### config.mk
export PLATFORM = sky130hd
export DESIGN_NAME = feistel_block_cipher_64_flat
export DESIGN_NICKNAME = d
export VERILOG_FILES = /design/src/hdl/fbc_pkg.sv /design/src/hdl/fbc_in_if.sv /design/src/hdl/fbc_out_if.sv /design/src/hdl/fbc_cfg_if.sv /design/src/hdl/fbc_key_sched.sv /design/src/hdl/fbc_round.sv /design/src/hdl/feistel_block_cipher_64.sv /design/src/flat_wrapper.sv
export SDC_FILE = /design/constraint.sdc
export NUM_CORES = 2
export LEC_CHECK = 0
export CORE_ASPECT_RATIO = 0.5
export CORE_UTILIZATION = 30
export DETAILED_ROUTE_END_ITERATION = 16
export DONT_BUFFER_PORTS = 1
export PLACE_DENSITY = 0.53
export SYNTH_ARGS = -nofsm -noshare
export SYNTH_HDL_FRONTEND = slang
export SYNTH_SLANG_ARGS = --single-unit
### constraint.sdc
create_clock -name clk -period 11.4 [get_ports clk]
set_input_delay 1.14 -clock clk [delete_from_list [all_inputs] [get_ports clk]]
set_output_delay 1.14 -clock clk [all_outputs]
set_load 0.05 [all_outputs]
### src/hdl/fbc_pkg.sv
// ----------------------------------------------------------------------------
// fbc_pkg: shared types and functions
// Block half types, configuration codes and the Feistel round function.
// ----------------------------------------------------------------------------
package fbc_pkg;

  localparam int HALF_W   = 32;
  localparam int KEY_W    = 64;
  localparam int CFG_IDX_W = 8;
  localparam int CFG_DAT_W = 64;

  // Configuration register indexes
  localparam logic [CFG_IDX_W-1:0] REG_CIPHER_KEY   = 8'd0;
  localparam logic [CFG_IDX_W-1:0] REG_DECRYPT_MODE = 8'd1;

  typedef logic [HALF_W-1:0] half_t;

  // Running halves of one block inside the round pipeline
  typedef struct packed {
    half_t a;
    half_t b;
  } blk_t;

  // One round: a' = b ^ rotl(a,9) ^ ~(rotr(k,11) ^ a), b' = a
  function automatic blk_t round_f(input blk_t cur, input half_t rkey);
    blk_t  res;
    half_t rot_a;
    half_t rot_k;
    rot_a = {cur.a[22:0], cur.a[31:23]};
    rot_k = {rkey[10:0], rkey[31:11]};
    res.a = cur.b ^ rot_a ^ ~(rot_k ^ cur.a);
    res.b = cur.a;
    return res;
  endfunction

endpackage

### src/hdl/fbc_in_if.sv
// ----------------------------------------------------------------------------
// fbc_in_if: input block channel
// Valid/ready channel carrying the two halves of one plaintext block.
// ----------------------------------------------------------------------------
interface fbc_in_if;
  logic           valid;
  logic           ready;
  fbc_pkg::half_t left_half;
  fbc_pkg::half_t right_half;

  modport source (output valid, output left_half, output right_half, input ready);
  modport sink   (input valid, input left_half, input right_half, output ready);
endinterface

### src/hdl/fbc_out_if.sv
// ----------------------------------------------------------------------------
// fbc_out_if: result block channel
// Valid/ready channel carrying the two halves of one result block.
// ----------------------------------------------------------------------------
interface fbc_out_if;
  logic           valid;
  logic           ready;
  fbc_pkg::half_t out_left;
  fbc_pkg::half_t out_right;

  modport source (output valid, output out_left, output out_right, input ready);
  modport sink   (input valid, input out_left, input out_right, output ready);
endinterface

### src/hdl/fbc_cfg_if.sv
// ----------------------------------------------------------------------------
// fbc_cfg_if: configuration write channel
// Valid/ready channel carrying a register index and write data.
// ----------------------------------------------------------------------------
interface fbc_cfg_if;
  logic                              valid;
  logic                              ready;
  logic [fbc_pkg::CFG_IDX_W-1:0]     index;
  logic [fbc_pkg::CFG_DAT_W-1:0]     data;

  modport source (output valid, output index, output data, input ready);
  modport sink   (input valid, input index, input data, output ready);
endinterface

### src/hdl/fbc_key_sched.sv
// ----------------------------------------------------------------------------
// fbc_key_sched: configuration registers and round key schedule
// Holds the key and mode registers and derives one round key per stage.
// ----------------------------------------------------------------------------
module fbc_key_sched #(
  parameter int NUM_ROUNDS = 16
) (
  input  logic                 clk,
  input  logic                 rst_n,
  fbc_cfg_if.sink              cfg,
  output fbc_pkg::half_t       rkey [NUM_ROUNDS]
);

  logic [fbc_pkg::KEY_W-1:0] key_r;
  logic                      decrypt_r;
  fbc_pkg::half_t            sched [NUM_ROUNDS];

  // Always take writes; unknown indexes drop
  assign cfg.ready = 1'b1;

  // Update key and mode registers
  always_ff @(posedge clk) begin
    if (!rst_n) begin
      key_r     <= '0;
      decrypt_r <= 1'b0;
    end else if (cfg.valid) begin
      case (cfg.index)
        fbc_pkg::REG_CIPHER_KEY:   key_r     <= cfg.data;
        fbc_pkg::REG_DECRYPT_MODE: decrypt_r <= cfg.data[0];
        default: ;
      endcase
    end
  end

  // Step j has rotated the key right by the sum of 3*i for i <= j, mod 64
  for (genvar j = 0; j < NUM_ROUNDS; j++) begin : g_sched
    localparam int SH = ((3 * j * (j + 1)) / 2) % fbc_pkg::KEY_W;
    logic [2*fbc_pkg::KEY_W-1:0] dbl;
    assign dbl      = {key_r, key_r} >> SH;
    assign sched[j] = dbl[fbc_pkg::HALF_W-1:0];
  end

  // Reverse the key order in decrypt mode
  for (genvar r = 0; r < NUM_ROUNDS; r++) begin : g_order
    assign rkey[r] = decrypt_r ? sched[NUM_ROUNDS-1-r] : sched[r];
  end

endmodule

### src/hdl/fbc_round.sv
// ----------------------------------------------------------------------------
// fbc_round: one registered Feistel round stage
// Applies one round to the incoming block and holds it under backpressure.
// ----------------------------------------------------------------------------
module fbc_round (
  input  logic           clk,
  input  logic           rst_n,
  input  logic           in_valid,
  output logic           in_ready,
  input  fbc_pkg::blk_t  in_data,
  input  fbc_pkg::half_t rkey,
  output logic           out_valid,
  input  logic           out_ready,
  output fbc_pkg::blk_t  out_data
);

  logic          vld_r;
  fbc_pkg::blk_t data_r;

  // Advance when the stage is empty or its contents move on
  assign in_ready = !vld_r || out_ready;

  always_ff @(posedge clk) begin
    if (!rst_n) begin
      vld_r <= 1'b0;
    end else if (in_ready) begin
      vld_r <= in_valid;
    end
  end

  // Capture the round result on each transaction
  always_ff @(posedge clk) begin
    if (in_valid && in_ready) begin
      data_r <= fbc_pkg::round_f(in_data, rkey);
    end
  end

  assign out_valid = vld_r;
  assign out_data  = data_r;

endmodule

### src/hdl/feistel_block_cipher_64.sv
// ----------------------------------------------------------------------------
// feistel_block_cipher_64: pipelined 64-bit Feistel cipher
// Encrypts or decrypts one block per cycle, unless out_ch stalls, through unrolled round stages.
// ----------------------------------------------------------------------------
//  channel  | dir | fields                  | transaction
//  ---------+-----+-------------------------+-----------------------------
//  in_ch    | in  | left_half, right_half   | valid & ready
//  out_ch   | out | out_left, out_right     | valid & ready
//  cfg_ch   | in  | index, data             | valid & ready (ready tied high)
//
// Throughput is one block per cycle while out_ch takes results; the path holds
// an input register, one register per round, and an output register.
// Round keys are wired from the key and mode registers, one per stage.
// Reset clears all stage valid bits and sets key 0, encrypt mode.
// A stall at out_ch holds each full stage whose later stages are all full; ready
// ripples back through the stage chain so no transaction is lost or repeated.
// ----------------------------------------------------------------------------
module feistel_block_cipher_64 #(
  parameter int NUM_ROUNDS = 16
) (
  input  logic     clk,
  input  logic     rst_n,
  fbc_in_if.sink   in_ch,
  fbc_out_if.source out_ch,
  fbc_cfg_if.sink  cfg_ch
);

  fbc_pkg::half_t rkey [NUM_ROUNDS];

  logic           lnk_valid [NUM_ROUNDS+1];
  logic           lnk_ready [NUM_ROUNDS+1];
  fbc_pkg::blk_t  lnk_data  [NUM_ROUNDS+1];

  logic           in_vld_r;
  fbc_pkg::blk_t  in_data_r;
  logic           out_vld_r;
  fbc_pkg::blk_t  out_data_r;

  // Key registers and schedule
  fbc_key_sched #(
    .NUM_ROUNDS (NUM_ROUNDS)
  ) u_key_sched (
    .clk   (clk),
    .rst_n (rst_n),
    .cfg   (cfg_ch),
    .rkey  (rkey)
  );

  // Input register stage
  assign in_ch.ready = !in_vld_r || lnk_ready[0];

  always_ff @(posedge clk) begin
    if (!rst_n) begin
      in_vld_r <= 1'b0;
    end else if (in_ch.ready) begin
      in_vld_r <= in_ch.valid;
    end
  end

  always_ff @(posedge clk) begin
    if (in_ch.valid && in_ch.ready) begin
      in_data_r.a <= in_ch.left_half;
      in_data_r.b <= in_ch.right_half;
    end
  end

  assign lnk_valid[0] = in_vld_r;
  assign lnk_data[0]  = in_data_r;

  // Round stages
  for (genvar r = 0; r < NUM_ROUNDS; r++) begin : g_round
    fbc_round u_round (
      .clk       (clk),
      .rst_n     (rst_n),
      .in_valid  (lnk_valid[r]),
      .in_ready  (lnk_ready[r]),
      .in_data   (lnk_data[r]),
      .rkey      (rkey[r]),
      .out_valid (lnk_valid[r+1]),
      .out_ready (lnk_ready[r+1]),
      .out_data  (lnk_data[r+1])
    );
  end

  // Output register stage; swap halves on the way out
  assign lnk_ready[NUM_ROUNDS] = !out_vld_r || out_ch.ready;

  always_ff @(posedge clk) begin
    if (!rst_n) begin
      out_vld_r <= 1'b0;
    end else if (lnk_ready[NUM_ROUNDS]) begin
      out_vld_r <= lnk_valid[NUM_ROUNDS];
    end
  end

  always_ff @(posedge clk) begin
    if (lnk_valid[NUM_ROUNDS] && lnk_ready[NUM_ROUNDS]) begin
      out_data_r <= lnk_data[NUM_ROUNDS];
    end
  end

  assign out_ch.valid     = out_vld_r;
  assign out_ch.out_left  = out_data_r.b;
  assign out_ch.out_right = out_data_r.a;

endmodule

### src/flat_wrapper.sv
// flat-port wrapper written by rule: the top's interface ports become plain ports
module feistel_block_cipher_64_flat 
#(
  parameter int NUM_ROUNDS = 16
)
  (clk, rst_n, in_ch_valid, in_ch_left_half, in_ch_right_half, in_ch_ready, out_ch_valid, out_ch_out_left, out_ch_out_right, out_ch_ready, cfg_ch_valid, cfg_ch_index, cfg_ch_data, cfg_ch_ready);
  fbc_in_if in_ch_i ();
  fbc_out_if out_ch_i ();
  fbc_cfg_if cfg_ch_i ();
  input  logic clk;
  input  logic rst_n;
  input wire logic [$bits(in_ch_i.valid)-1:0] in_ch_valid;
  input wire logic [$bits(in_ch_i.left_half)-1:0] in_ch_left_half;
  input wire logic [$bits(in_ch_i.right_half)-1:0] in_ch_right_half;
  output wire logic [$bits(in_ch_i.ready)-1:0] in_ch_ready;
  output wire logic [$bits(out_ch_i.valid)-1:0] out_ch_valid;
  output wire logic [$bits(out_ch_i.out_left)-1:0] out_ch_out_left;
  output wire logic [$bits(out_ch_i.out_right)-1:0] out_ch_out_right;
  input wire logic [$bits(out_ch_i.ready)-1:0] out_ch_ready;
  input wire logic [$bits(cfg_ch_i.valid)-1:0] cfg_ch_valid;
  input wire logic [$bits(cfg_ch_i.index)-1:0] cfg_ch_index;
  input wire logic [$bits(cfg_ch_i.data)-1:0] cfg_ch_data;
  output wire logic [$bits(cfg_ch_i.ready)-1:0] cfg_ch_ready;
  assign in_ch_i.valid = in_ch_valid;
  assign in_ch_i.left_half = in_ch_left_half;
  assign in_ch_i.right_half = in_ch_right_half;
  assign in_ch_ready = in_ch_i.ready;
  assign out_ch_valid = out_ch_i.valid;
  assign out_ch_out_left = out_ch_i.out_left;
  assign out_ch_out_right = out_ch_i.out_right;
  assign out_ch_i.ready = out_ch_ready;
  assign cfg_ch_i.valid = cfg_ch_valid;
  assign cfg_ch_i.index = cfg_ch_index;
  assign cfg_ch_i.data = cfg_ch_data;
  assign cfg_ch_ready = cfg_ch_i.ready;
  feistel_block_cipher_64 #(.NUM_ROUNDS(NUM_ROUNDS)) u_core (.clk(clk), .rst_n(rst_n), .in_ch(in_ch_i), .out_ch(out_ch_i), .cfg_ch(cfg_ch_i));
endmodule
After elaboration in Yosys (flattened, before gate mapping) --
Index checks and enable logic that the tools add are counted.
Storage, ports and cells: flip-flop bits (word level) 1235, input bits 141, output and inout port bits 67, logic and storage cells 194
Cells by class: equal/unequal tests 1, mux-type cells 16, bitwise operators 64, reduce and logical (&&, ||, !) cells 57
Operators by type and width (count):
- bitwise XOR 32 bit | 48
- two-way mux 32 bit | 16
- inverter 32 bit | 16
- logical AND 1 bit | 18
- logical NOT 1 bit | 18
- logical OR 1 bit | 18
- equality test 8 x 1 -> 1 bit (second input constant) | 1
- logical NOT 8 bit | 1
- AND reduction 2 bit | 2

Longest topological paths before layout --
depth in word-level cells 20, gate-level depth with buffers 5

Hierarchy --
From an unflattened synthesis, not the netlist that was laid out.
Second synthesis, totals: cells, all modules 3719, area total of the unflattened synthesis 55229.2 um^2
Modules (own cells, without submodules):
- fbc_round | times used 16, cells each 165, area an instance 2813.9 um^2
- fbc_key_sched | times used 1, cells each 941, area an instance 6247.2 um^2
- feistel_block_cipher_64 | times used 1, cells each 138, area an instance 3958.8 um^2

Worst setup path after synthesis --
No wires, ideal clock.
path kind in2reg, start point input port out_ch_ready, end point register u_core.g_round[11].u_round.data_r, in the netlist u_core.g_round[11].u_round.out_data[0], enable pin, arrival 6087 ps, slack 4729 ps, cell stages on the path 3, path buffers 0, cells stage by stage nand3b_1 -> nor2_1 -> a21boi_0
Between the ends: word-level cells in the longest chain between the ends 7
Ends and longest elaborated chain:
- start, declared | line flat_wrapper.sv:19 | input wire logic [$bits(out_ch_i.ready)-1:0] out_ch_ready;
- logical OR 1 bit | line feistel_block_cipher_64.sv:86 | assign lnk_ready[NUM_ROUNDS] = !out_vld_r || out_ch.ready;
- logical OR 1 bit (5 in a row) | line fbc_round.sv:21 | assign in_ready = !vld_r || out_ready;
- logical AND 1 bit | line fbc_round.sv:33 | if (in_valid && in_ready) begin
- end signal, assigned | line fbc_round.sv:34 | data_r <= fbc_pkg::round_f(in_data, rkey);
- end, declared | line fbc_round.sv:18 | fbc_pkg::blk_t data_r;
Every way passes these cells. A chain may end at the register's enable or synchronous reset.

Worst setup path after layout --
start point register u_core.u_key_sched.decrypt_r, end point register u_core.g_round[6].u_round.data_r, in the netlist u_core.g_round[6].u_round.out_data[57], data pin
Between the ends: word-level cells in the longest chain between the ends 4
Ends and longest elaborated chain:
- start, declared | line fbc_key_sched.sv:15 | logic decrypt_r;
- start signal, assigned | line fbc_key_sched.sv:29 | fbc_pkg::REG_DECRYPT_MODE: decrypt_r <= cfg.data[0];
- two-way mux 32 bit | line fbc_key_sched.sv:45 | assign rkey[r] = decrypt_r ? sched[NUM_ROUNDS-1-r] : sched[r];
- bitwise XOR 32 bit | line fbc_pkg.sv:31 | res.a = cur.b ^ rot_a ^ ~(rot_k ^ cur.a);
- inverter 32 bit | line fbc_pkg.sv:31
- bitwise XOR 32 bit | line fbc_pkg.sv:31
- end signal, assigned | line fbc_round.sv:34
- end, declared | line fbc_round.sv:18
Every way passes these cells.

==> flow_metrics.py <==
metrics = {
    "sta": {
        "tightest_slew_ns": 1.67,
        "finClkSkew_ns": 0.0495,
        "maxSlewHeadroom": -0.115,
        "finalWorstSetupSlack_ns": 7.38,
        "grt_setup_unrepaired": "no",
        "finalSetupTns_ns": 0,
        "min_period_ns": 4.02,
        "drv_slew": 24,
        "period_share": 0.353,
        "finalSetupViolCount": 0,
        "hold_viol_final": 0,
        "fmax_mhz": 249,
    },
    "place": {
        "dp.final_hpwl_mm": 156,
        "dpl_worst_slack_ns": 7.50,
        "placed_area_um2": 57300,
        "gp_congestion": 1.02,
        "io_buffers": 0,
    },
    "floorplan": {
        "die_y_um": 300,
        "start_util": 0.302,
        "ioPinCount": 208,
        "rows": 109,
        "die-area_um2": 180000,
        "core_um2": 177000,
        "dieWidth_um": 599,
    },
    "flow_run": {
        "cap_violations": 8,
    },
    "global_routing": {
        "grt_pass1_wl_mm": 257,
        "grt_start_max_net_pins": 149,
        "grt-ovfl-total": 0,
        "grt_pass1_vias": 27240,
        "antenna_found_initial": 17,
        "track_usage": 0.217,
    },
    "worst_setup_path": {
        "path_cells": "buf_4 -> buf_4 -> nor2b_1 -> a21oi_1 -> xnor2_1",
        "critPathKind": "reg2reg",
        "cp_data_arrival_time_ns": 4.49,
        "cp-end-kind": "flip-flop",
        "cp_slowest_cell": "a21oi_1",
        "cp-start-kind": "flip-flop",
        "cpMostUsedCell": "buf_4",
        "cp_max_fo": 71,
        "crit_required_ns": 11.86,
        "slowest_delay_ns": 1.04,
    },
    "logic_synthesis": {
        "syn_nets": 3568,
        "syn_area_per_cell_um2": 15.6,
        "yosys_register_bits": 1235,
        "ys_seq_area_frac": 0.679,
        "syn_area_um2": 53400,
        "synth_area_leaders": "edfxtp_1, xnor2_1, xor2_1, dfxtp_1, a21oi_1",
        "synth_ff_type": "edfxtp_1",
        "synthTopCellsByCount": "edfxtp_1, xnor2_1, xor2_1",
        "synthCells": 3427,
        "synth_enable_flop_cells": 1152,
        "ys_warn_count": 0,
        "synth_top_cell_by_area": "edfxtp_1",
        "yosysTopAreaCellShare": 0.648,
        "async_flop_share": 0,
        "synth_cell_types": 39,
        "yosysMostFrequentCell": "edfxtp_1",
    },
    "clock_network": {
        "clockBufferDepth": 3,
        "cts_hold_buf": 0,
        "htreeDepth": 3,
        "clk_latency_ns": 0.77,
        "cts_sinks": 1235,
        "postCtsResizedCells": 0,
        "numCtsBuffers": 118,
        "tritoncts": "yes",
        "clockRootBuffer": "clkbuf_16",
        "post_cts_buffers": 0,
        "clk_pin_slew_ns": 0.07,
    },
    "status": {
        "violations": "max-capacitance violations, max-slew violations",
        "outcome": "complete, but fails checks",
    },
    "layout": {
        "nNetsFinal": 3738,
        "area_delta_synth_final_pct": 14.7,
        "drive_gt1_frac": 0.0997,
        "design_area_um2": 61200,
    },
    "route": {
        "antenna_left": 0,
        "via_count": 28789,
        "wl_per_cell_um": 32.5,
        "vias_per_cell": 4.73,
        "post-route-drc-count": 0,
        "dr.pass1.iters": 7,
        "drtIter0Drc": 3823,
        "drt_wl_total_mm": 197,
    },
    "power_and_ir_drop": {
        "p_sw_frac": 0.211,
        "p_clk_frac": 0.438,
        "power.switching_uw": 1970,
        "power_leakage_uw": 0.0191,
        "pwr-share-seq": 0.537,
        "p_per_area_nw_per_um2": 153,
        "p_int_uw": 7380,
        "p_comb_frac": 0.025,
        "max-vdd-ir-drop_mv": 0.129,
    },
    "worst_hold_path": {
        "hold_class": "reg2reg",
    },
}
## final cells by class
class / count / area, um2
diodes: 3 / 7.51
clock buffers: 150 / 3200
clock inverters: 65 / 696
fillers: 16979 / 116000
inverters: 5 / 18.8
multi-input cells: 2128 / 17200
flip-flops and latches: 1235 / 36300
well taps: 2386 / 2990
repair buffers: 109 / 901
## critical path: cells and delay by family (launching register included)
kind,cells,cell delay [ns]
buffers and inverters,2,1.37
xor gates and xnor gates,1,0.22
AOI/OAI and AO/OA,1,1.04
DFF,1,0.83
and+or+nand+nor,1,0.22
## sequential cells by signal (all words and copies together), names as in the netlist
name and count:
u_core.u_key_sched.key_r 64, u_core.out_ch.out_right 32, u_core.in_vld_r 1, u_core.out_ch.valid 1
u_core.u_key_sched.decrypt_r 1, u_core.g_round.u_round.out_data 1024, u_core.g_round.u_round.out_valid 16, u_core.out_ch.out_left 32
u_core.in_data_r 64
## layer usage
metal / global-route usage / wire [um]
met1: 0.327 / 93600
met3: 0.0625 / 18800
met4: 0.0610 / 5850
met2: 0.299 / 78900
met5: 0 / 118
## path summary, 6_finish.rpt
path,from,to,slack (ns),depth (start not counted)
worst max-delay path,u_core.u_key_sched.decrypt_r,u_core.g_round[6].u_round.out_data[57],7.38,5
worst min-delay path,u_core.g_round[15].u_round.out_data[40],u_core.out_ch.out_right[8],0.42,0
worst max register to register,u_core.u_key_sched.decrypt_r,u_core.g_round[6].u_round.out_data[57],7.38,5
worst min register to register,u_core.g_round[15].u_round.out_data[40],u_core.out_ch.out_right[8],0.42,0
## stage by stage
step,utilization,cells,total power (uW),hold slack (ns)
3_5_place_dp,0.324,5862,5360,0.405
5_1_grt,0.346,6078,9630,0.423
2_1_floorplan,-,3427,5300,0.400
3_3_place_gp,0.323,5849,5360,0.404
4_1_cts,0.346,6077,9450,0.416
6_report,0.347,6081,9350,0.417
## power groups by stage
stage / sequential (uW) / combinational (uW) / clock [uW]
2_1_floorplan: 5110 / 188 / 0
3_3_place_gp: 5120 / 242 / 0
3_5_place_dp: 5120 / 242 / 0
4_1_cts: 5020 / 244 / 4190
5_1_grt: 5020 / 260 / 4340
6_report: 5020 / 237 / 4100
## placed cells by master, fill, tap and decap left out, types with 20 or more instances in the layout
| cell | Yosys | layout |
|---|---|---|
| edfxtp_1 | 1152 | 1152 |
| xnor2_1 | 1024 | 1024 |
| xor2_1 | 512 | 512 |
| a21oi_1 | 259 | 192 |
| nand2_1 | 137 | 137 |
| clkbuf_16 | 0 | 123 |
| buf_4 | 1 | 97 |
| dfxtp_1 | 83 | 82 |
| a21oi_2 | 0 | 66 |
| nor2b_1 | 70 | 65 |
| mux2i_1 | 65 | 65 |
| clkbuf_1 | 18 | 25 |
| clkinv_1 | 0 | 20 |
## cells by family (layout without fill, tap and decap cells)
family | count (synthesis) | after routing | share of synthesized area
AO/OA/AOI/OAI | 283 | 283 | 0.0275
flip-flops | 1235 | 1235 | 0.679
buffers and inverters | 64 | 329 | 0.00722
other | 1 | 4 | 0.0000702
XOR/XNOR | 1536 | 1536 | 0.252
multiplexers | 65 | 65 | 0.0122
AND/OR/NAND/NOR | 243 | 243 | 0.0223
(Power assumes the default switching activity.)
